===== config.mk =====
export PLATFORM = sky130hd
export DESIGN_NAME = dda_line_rasterizer
export DESIGN_NICKNAME = d
export VERILOG_FILES = /design/src/rtl/dlr_pkg.sv /design/src/rtl/dlr_front.sv /design/src/rtl/dlr_queue.sv /design/src/rtl/dlr_walker.sv /design/src/rtl/dda_line_rasterizer.sv
export SDC_FILE = /design/constraint.sdc
export NUM_CORES = 1
export LEC_CHECK = 0
export BUFFER_PORTS_ARGS = -buffer_cell sky130_fd_sc_hd__buf_4
export CAP_MARGIN = 20
export CORE_ASPECT_RATIO = 0.5
export CORE_MARGIN = 2
export CORE_UTILIZATION = 30
export DETAILED_ROUTE_END_ITERATION = 8
export SYNTH_ARGS = -nofsm -noshare
export SYNTH_HDL_FRONTEND = slang
export SYNTH_SLANG_ARGS = --single-unit

===== constraint.sdc =====
create_clock -name clk -period 8.7 [get_ports clk]
set_input_delay 2.61 -clock clk [delete_from_list [all_inputs] [get_ports clk]]
set_output_delay 2.61 -clock clk [all_outputs]
set_load 0.05 [all_outputs]

===== src/rtl/dlr_pkg.sv =====
// Package: shared widths, command record and walker state type.
`timescale 1ns / 1ps
package dlr_pkg;

  localparam int COORD_W            = 6;
  localparam int GLYPH_W            = 8;
  localparam int COORD_BITS_DEFAULT = 6;
  localparam int QUEUE_DEPTH        = 2;

  // Classified line command, major/minor form, ascending along major axis.
  typedef struct packed {
    logic               col_major;
    logic               neg;       // minor coordinate decreases
    logic [COORD_W-1:0] maj0;
    logic [COORD_W-1:0] min0;
    logic [COORD_W-1:0] dmaj;
    logic [COORD_W-1:0] amin;
    logic [GLYPH_W-1:0] glyph;
  } line_cmd_t;

  typedef enum logic {
    WALK_IDLE,
    WALK_RUN
  } walk_state_t;

endpackage


===== src/rtl/dlr_front.sv =====
// Front end: accepts line commands, picks major axis, orders endpoints.
`timescale 1ns / 1ps
module dlr_front import dlr_pkg::*; #(
  parameter int COORD_BITS = COORD_BITS_DEFAULT
) (
  input  logic               in_valid,
  output logic               in_stall,
  input  logic [COORD_W-1:0] row_start,
  input  logic [COORD_W-1:0] col_start,
  input  logic [COORD_W-1:0] row_end,
  input  logic [COORD_W-1:0] col_end,
  input  logic [GLYPH_W-1:0] glyph,
  input  logic               q_full,
  output logic               q_push,
  output line_cmd_t          q_cmd
);

  localparam int N = COORD_BITS;

  logic [N-1:0] r0, c0, r1, c1;
  logic [N-1:0] adr, adc;
  logic         col_major;
  logic         swap;

  assign r0 = row_start[N-1:0];
  assign c0 = col_start[N-1:0];
  assign r1 = row_end[N-1:0];
  assign c1 = col_end[N-1:0];

  assign adr       = (r1 >= r0) ? (r1 - r0) : (r0 - r1);
  assign adc       = (c1 >= c0) ? (c1 - c0) : (c0 - c1);
  assign col_major = (adc >= adr);   // ties walk along columns

  always_comb begin
    q_cmd           = '0;
    q_cmd.col_major = col_major;
    q_cmd.glyph     = glyph;
    if (col_major) begin
      swap       = (c0 > c1);
      q_cmd.maj0 = COORD_W'(swap ? c1 : c0);
      q_cmd.min0 = COORD_W'(swap ? r1 : r0);
      q_cmd.dmaj = COORD_W'(adc);
      q_cmd.amin = COORD_W'(adr);
      q_cmd.neg  = swap ? (r1 > r0) : (r1 < r0);
    end else begin
      swap       = (r0 > r1);
      q_cmd.maj0 = COORD_W'(swap ? r1 : r0);
      q_cmd.min0 = COORD_W'(swap ? c1 : c0);
      q_cmd.dmaj = COORD_W'(adr);
      q_cmd.amin = COORD_W'(adc);
      q_cmd.neg  = swap ? (c1 > c0) : (c1 < c0);
    end
  end

  // zero-length lines are consumed without entering the queue
  assign in_stall = q_full;
  assign q_push   = in_valid && !q_full && (q_cmd.dmaj != '0);

endmodule


===== src/rtl/dlr_queue.sv =====
// Short command queue between front end and line walker.
`timescale 1ns / 1ps
module dlr_queue import dlr_pkg::*; (
  input  logic      clk,
  input  logic      rst,
  input  logic      push,
  input  line_cmd_t wdata,
  input  logic      pop,
  output line_cmd_t rdata,
  output logic      full,
  output logic      empty
);

  localparam int PTR_W = (QUEUE_DEPTH > 1) ? $clog2(QUEUE_DEPTH) : 1;
  localparam int CNT_W = $clog2(QUEUE_DEPTH + 1);

  line_cmd_t          entries [QUEUE_DEPTH];
  logic [PTR_W-1:0]   wr_ptr;
  logic [PTR_W-1:0]   rd_ptr;
  logic [CNT_W-1:0]   count;

  assign full  = (count == CNT_W'(QUEUE_DEPTH));
  assign empty = (count == '0);
  assign rdata = entries[rd_ptr];

  always_ff @(posedge clk) begin
    if (push) begin
      entries[wr_ptr] <= wdata;
    end
  end

  always_ff @(posedge clk) begin
    if (rst) begin
      wr_ptr <= '0;
      rd_ptr <= '0;
      count  <= '0;
    end else begin
      if (push) begin
        wr_ptr <= (wr_ptr == PTR_W'(QUEUE_DEPTH - 1)) ? '0 : wr_ptr + 1'b1;
      end
      if (pop) begin
        rd_ptr <= (rd_ptr == PTR_W'(QUEUE_DEPTH - 1)) ? '0 : rd_ptr + 1'b1;
      end
      if (push && !pop) begin
        count <= count + 1'b1;
      end else if (pop && !push) begin
        count <= count - 1'b1;
      end
    end
  end

endmodule


===== src/rtl/dlr_walker.sv =====
// Line walker: steps the major axis, tracks minor with an error term.
`timescale 1ns / 1ps
module dlr_walker import dlr_pkg::*; #(
  parameter int COORD_BITS = COORD_BITS_DEFAULT
) (
  input  logic               clk,
  input  logic               rst,
  input  logic               q_empty,
  input  line_cmd_t          q_cmd,
  output logic               q_pop,
  output logic               out_valid,
  input  logic               out_stall,
  output logic [COORD_W-1:0] cell_row,
  output logic [COORD_W-1:0] cell_col,
  output logic [GLYPH_W-1:0] cell_glyph,
  output logic               last_cell
);

  localparam int N = COORD_BITS;

  walk_state_t state, state_next;

  logic               col_major;
  logic               neg;
  logic [N-1:0]       maj;
  logic [N-1:0]       min0;
  logic [N-1:0]       dmaj;
  logic [N-1:0]       amin;
  logic [N-1:0]       cnt;     // cells still to emit
  logic [N-1:0]       quo;
  logic [N-1:0]       rem;
  logic [GLYPH_W-1:0] glyph_r;

  logic         out_free;
  logic         step;
  logic         load;
  logic [N:0]   rem_sum;
  logic         wrap;
  logic [N-1:0] minor;

  assign out_free = !out_valid || !out_stall;

  always_comb begin
    state_next = state;
    case (state)
      WALK_IDLE: if (!q_empty) state_next = WALK_RUN;
      WALK_RUN:  if (out_free && (cnt == N'(1))) state_next = WALK_IDLE;
      default:   state_next = WALK_IDLE;
    endcase
  end

  always_comb begin
    load = 1'b0;
    step = 1'b0;
    case (state)
      WALK_IDLE: load = !q_empty;
      WALK_RUN:  step = out_free;
      default: begin
        load = 1'b0;
        step = 1'b0;
      end
    endcase
  end

  assign q_pop = load;

  // amin <= dmaj, so one conditional subtract keeps rem below dmaj
  assign rem_sum = {1'b0, rem} + {1'b0, amin};
  assign wrap    = (rem_sum >= {1'b0, dmaj});
  assign minor   = neg ? (min0 - quo - N'(rem != '0)) : (min0 + quo);

  always_ff @(posedge clk) begin
    if (rst) begin
      state <= WALK_IDLE;
    end else begin
      state <= state_next;
    end
  end

  always_ff @(posedge clk) begin
    if (load) begin
      col_major <= q_cmd.col_major;
      neg       <= q_cmd.neg;
      maj       <= q_cmd.maj0[N-1:0];
      min0      <= q_cmd.min0[N-1:0];
      dmaj      <= q_cmd.dmaj[N-1:0];
      amin      <= q_cmd.amin[N-1:0];
      cnt       <= q_cmd.dmaj[N-1:0];
      glyph_r   <= q_cmd.glyph;
      quo       <= '0;
      rem       <= '0;
    end else if (step) begin
      maj <= maj + 1'b1;
      cnt <= cnt - 1'b1;
      if (wrap) begin
        quo <= quo + 1'b1;
        rem <= N'(rem_sum - {1'b0, dmaj});
      end else begin
        rem <= N'(rem_sum);
      end
    end
  end

  always_ff @(posedge clk) begin
    if (rst) begin
      out_valid <= 1'b0;
    end else if (out_free) begin
      out_valid <= step;
    end
  end

  always_ff @(posedge clk) begin
    if (step) begin
      cell_row   <= COORD_W'(col_major ? minor : maj);
      cell_col   <= COORD_W'(col_major ? maj : minor);
      cell_glyph <= glyph_r;
      last_cell  <= (cnt == N'(1));
    end
  end

endmodule


===== src/rtl/dda_line_rasterizer.sv =====
// Top level of the DDA line rasterizer: front end, queue, line walker.
`timescale 1ns / 1ps
//
//  channel  | handshake           | payload
//  ---------+---------------------+------------------------------------------
//  command  | in_valid / in_stall | row_start col_start row_end col_end glyph
//  cell     | out_valid/out_stall | cell_row cell_col cell_glyph last_cell
//
// A line of major length D gives D cells, one per cycle while the cell side
// keeps taking them; between lines the walker goes back to idle to pull the
// next command from the queue.
// Commands are taken while the two-entry queue has room.
// Equal endpoints are taken and produce no cells.
// Synchronous reset empties the queue and clears out_valid.
// out_stall only holds the walker; in_stall rises only when the queue is full.
//
module dda_line_rasterizer import dlr_pkg::*; #(
  parameter int COORD_BITS = COORD_BITS_DEFAULT
) (
  input  logic               clk,
  input  logic               rst,
  input  logic               in_valid,
  output logic               in_stall,
  input  logic [COORD_W-1:0] row_start,
  input  logic [COORD_W-1:0] col_start,
  input  logic [COORD_W-1:0] row_end,
  input  logic [COORD_W-1:0] col_end,
  input  logic [GLYPH_W-1:0] glyph,
  output logic               out_valid,
  input  logic               out_stall,
  output logic [COORD_W-1:0] cell_row,
  output logic [COORD_W-1:0] cell_col,
  output logic [GLYPH_W-1:0] cell_glyph,
  output logic               last_cell
);

  // front end -> queue
  logic      q_push;
  line_cmd_t q_wdata;
  logic      q_full;
  // queue -> walker
  logic      q_pop;
  line_cmd_t q_rdata;
  logic      q_empty;

  // Classify: major axis, ascending order, |minor delta| and its direction.
  dlr_front #(
    .COORD_BITS(COORD_BITS)
  ) u_front (
    .in_valid  (in_valid),
    .in_stall  (in_stall),
    .row_start (row_start),
    .col_start (col_start),
    .row_end   (row_end),
    .col_end   (col_end),
    .glyph     (glyph),
    .q_full    (q_full),
    .q_push    (q_push),
    .q_cmd     (q_wdata)
  );

  // Decouples command intake from cell output.
  dlr_queue u_queue (
    .clk   (clk),
    .rst   (rst),
    .push  (q_push),
    .wdata (q_wdata),
    .pop   (q_pop),
    .rdata (q_rdata),
    .full  (q_full),
    .empty (q_empty)
  );

  // One cell per cycle unless stalled; minor = min0 + floor(amin*k/D) (neg: min0 - ceil) via quo/rem.
  dlr_walker #(
    .COORD_BITS(COORD_BITS)
  ) u_walker (
    .clk        (clk),
    .rst        (rst),
    .q_empty    (q_empty),
    .q_cmd      (q_rdata),
    .q_pop      (q_pop),
    .out_valid  (out_valid),
    .out_stall  (out_stall),
    .cell_row   (cell_row),
    .cell_col   (cell_col),
    .cell_glyph (cell_glyph),
    .last_cell  (last_cell)
  );

endmodule


==> flow_summary.ini <==
[sta]
fin_crit_ps = 7130
fin_ws_ps = 1570
finalClockSkew_ps = 5.95
hold_viol = 0
timing.final.crit_share_pct = 82.0
maxSlewViolCount = 0
worst_slew_pin_slew_ps = 964
finalSetupViolations = 0
tns_ps = 0
max_freq_mhz = 140
rsz0062_at_grt = false
maxSlewHeadroom_pct = 35.7

[floorplan]
start_util_pct = 30.7
die_w_um = 237
io_pins = 59
die_height_um = 121
num_rows = 42
core-area_mm2 = 0.0266
dieArea_mm2 = 0.0287

[cts]
h-tree-depth = 4
clk_pin_slew_ps = 60
cts_hold_buf = 0
clockRootBuffer = clkbuf_16
cts_made_buffers = 17
clock_path_buffers = 2
clock_sinks = 148
clkLatencyLatePin_ps = 420
cts_tree = built
post-cts-setup-buffer-count = 0
cts_resized = 0

[worst_setup_path]
path_cells = buf_4, inv_1, ha_1, inv_1, fa_1, nand3_1, a31oi_2, nor2_1, mux2_1, xnor2_1, inv_1, ha_1, nand3_1, o31ai_4, mux2i_1, or3_1, o31a_1, ha_1, or3_1, a21oi_1
required_ps = 9050
crit_path_max_incr_delay_ps = 570
critical_path.slowest_cell = o31ai_4
worst_setup_path_start_kind = input port
path_class = input port to flip-flop
cp_data_arrival_time_ps = 7480
end_kind = flip-flop
worstPathMaxFanout = 12
path_delay_family = simple AND/OR/NAND/NOR gates
cp.buffers_inverters = 4

[route]
dr.pass1.iters = 5
wl_per_cell_um = 15.5
drt_wl_total_mm = 17.1
vias_per_cell = 4.65
dr_total_vias = 5144
drc_errors = 0
drt_iter0_drc = 358
ant_nets = 0

[placed_design]
dpl.hpwl_mm = 12.8
pre_cts_slack_ps = 1210
placedCellCount = 1076
place.gp.congestion = 0.827
port_buffers = 58
dpl_cell_area_mm2 = 0.00905

[yosys]
ys_seq_elements = 148
synth_mux_area_share_pct = 12.4
ys_warn_count = 0
synth-edff-count = 129
ys_seq_area_share_pct = 52.0
synth-compound-area-share_pct = 8.83
synthAdderAreaFrac_pct = 11.4
ys_types = 57
synthSimpleGateAreaFrac_pct = 7.70
synth_top_cell_by_area = edfxtp_1
synth-main-ff-cell = edfxtp_1
yosys.area.top_type_share_pct = 47.4
post-synth-top-count-cell = edfxtp_1
postSynthCellCount = 678
syn_area_per_cell_um2 = 12.1
async_flop_share_pct = 0
netlist_area_mm2 = 0.00817
netlist_top_cells_count = edfxtp_1, inv_1, ha_1, mux2i_1, nand2_1
synth_area_leaders = edfxtp_1, ha_1, mux2i_1
synth_nets = 783
synth_xor_xnor_area_share_pct = 3.54
synth_top_family_by_area = multiplexers

[min_path]
min_path_type = flip-flop to flip-flop

[pwr]
p_leak_uw = 0.00385
finalPower_uw = 3610
pwr_density_cell_mw_per_mm2 = 376
ir_drop_mv = 0.165

[global_route]
grt_antenna_before_repair = 0
grt_pass1_wl_mm = 27.4
grt_max_degree = 45
grt_pass1_vias = 5087
grt_overflow = 0
track_usage_pct = 12.4

[finish]
design_area_mm2 = 0.00960
area_growth_pct = 17.5
antenna_cells = 0
drive_above_1_share_pct = 19.1
instances_no_fill = 1107
num-nets-final = 848

[outcome]
outcome = finished, final reports clean

[job]
drv_cap = 0
==> report_power, final <==
group          internal (uW)  switching (uW)
Combinational            640             988
Sequential              1170             139
Clock                    372             303
Total                   2180            1430
==> area by class of cell <==
cell class / count / area [um2]
inverters: 66 / 248
well taps: 352 / 440
repair buffers: 65 / 513
clock inverters: 14 / 123
multi-input cells: 445 / 3600
clock buffers: 17 / 425
flip-flops and latches: 148 / 4250
fillers: 2579 / 17000
==> cell families after synthesis <==
family / Yosys count
compound gates: 118
xor+xnor: 33
simple gates: 129
mux: 96
fa+ha+maj: 69
flops: 148
buf+inv: 85
==> routing by layer <==
layer | vias to the layer above | share of wire, % | track usage (%)
li1 | 2564 | - | -
met1 | 2484 | 50 | 17.3
met2 | 83 | 46 | 19.8
met3 | 13 | 3.1 | 2.33
met4 | 0 | 0.92 | 3.38
met5 | - | 0 | 0
==> cells in the final DEF, fill, tap and decap left out, drive strengths merged, types with 19 or more instances in the layout <==
cell / n
a21oi: 41
buf: 65
dfxtp: 19
edfxtp: 129
ha: 60
inv: 72
mux2: 42
mux2i: 54
nand2: 45
nor2: 36
o21ai: 37
xnor2: 23
==> path summary, 6_finish.rpt <==
check | from | endpoint | slack (ps) | depth (start not counted)
worst max register to register | u_walker.amin[0]$_DFFE_PP_ | u_walker.rem[0]$_SDFFE_PP0P_ | 5420 | 11
worst max-delay path | col_end[0] | u_queue.count[1]$_SDFFE_PP0P_ | 1570 | 20
worst min-delay path | u_walker.glyph_r[3]$_DFFE_PP_ | u_walker.cell_glyph[3]$_DFFE_PP_ | 420 | 0
worst min register to register | u_walker.glyph_r[3]$_DFFE_PP_ | u_walker.cell_glyph[3]$_DFFE_PP_ | 420 | 0
==> state kept, by name, indices dropped and copies added, names as in the netlist, 2 cells and up, named ones only <==
name                 flops
u_queue.count            2
u_walker.amin            6
u_walker.maj             6
u_walker.dmaj            6
u_walker.cell_glyph      8
u_walker.glyph_r         8
u_walker.cell_row        6
u_walker.min0            6
u_queue.entries         68
u_walker.cell_col        6
u_walker.rem             6
u_walker.cnt             6
u_walker.quo             6
==> metrics by stage <==
step           hold slack [ps]  util (%)
2_1_floorplan              400         -
3_3_place_gp               403      34.1
3_5_place_dp               405      34.1
4_1_cts                    420      36.1
5_1_grt                    431      36.1
6_report                   420      36.1
Power figures use the tool's default switching activity.
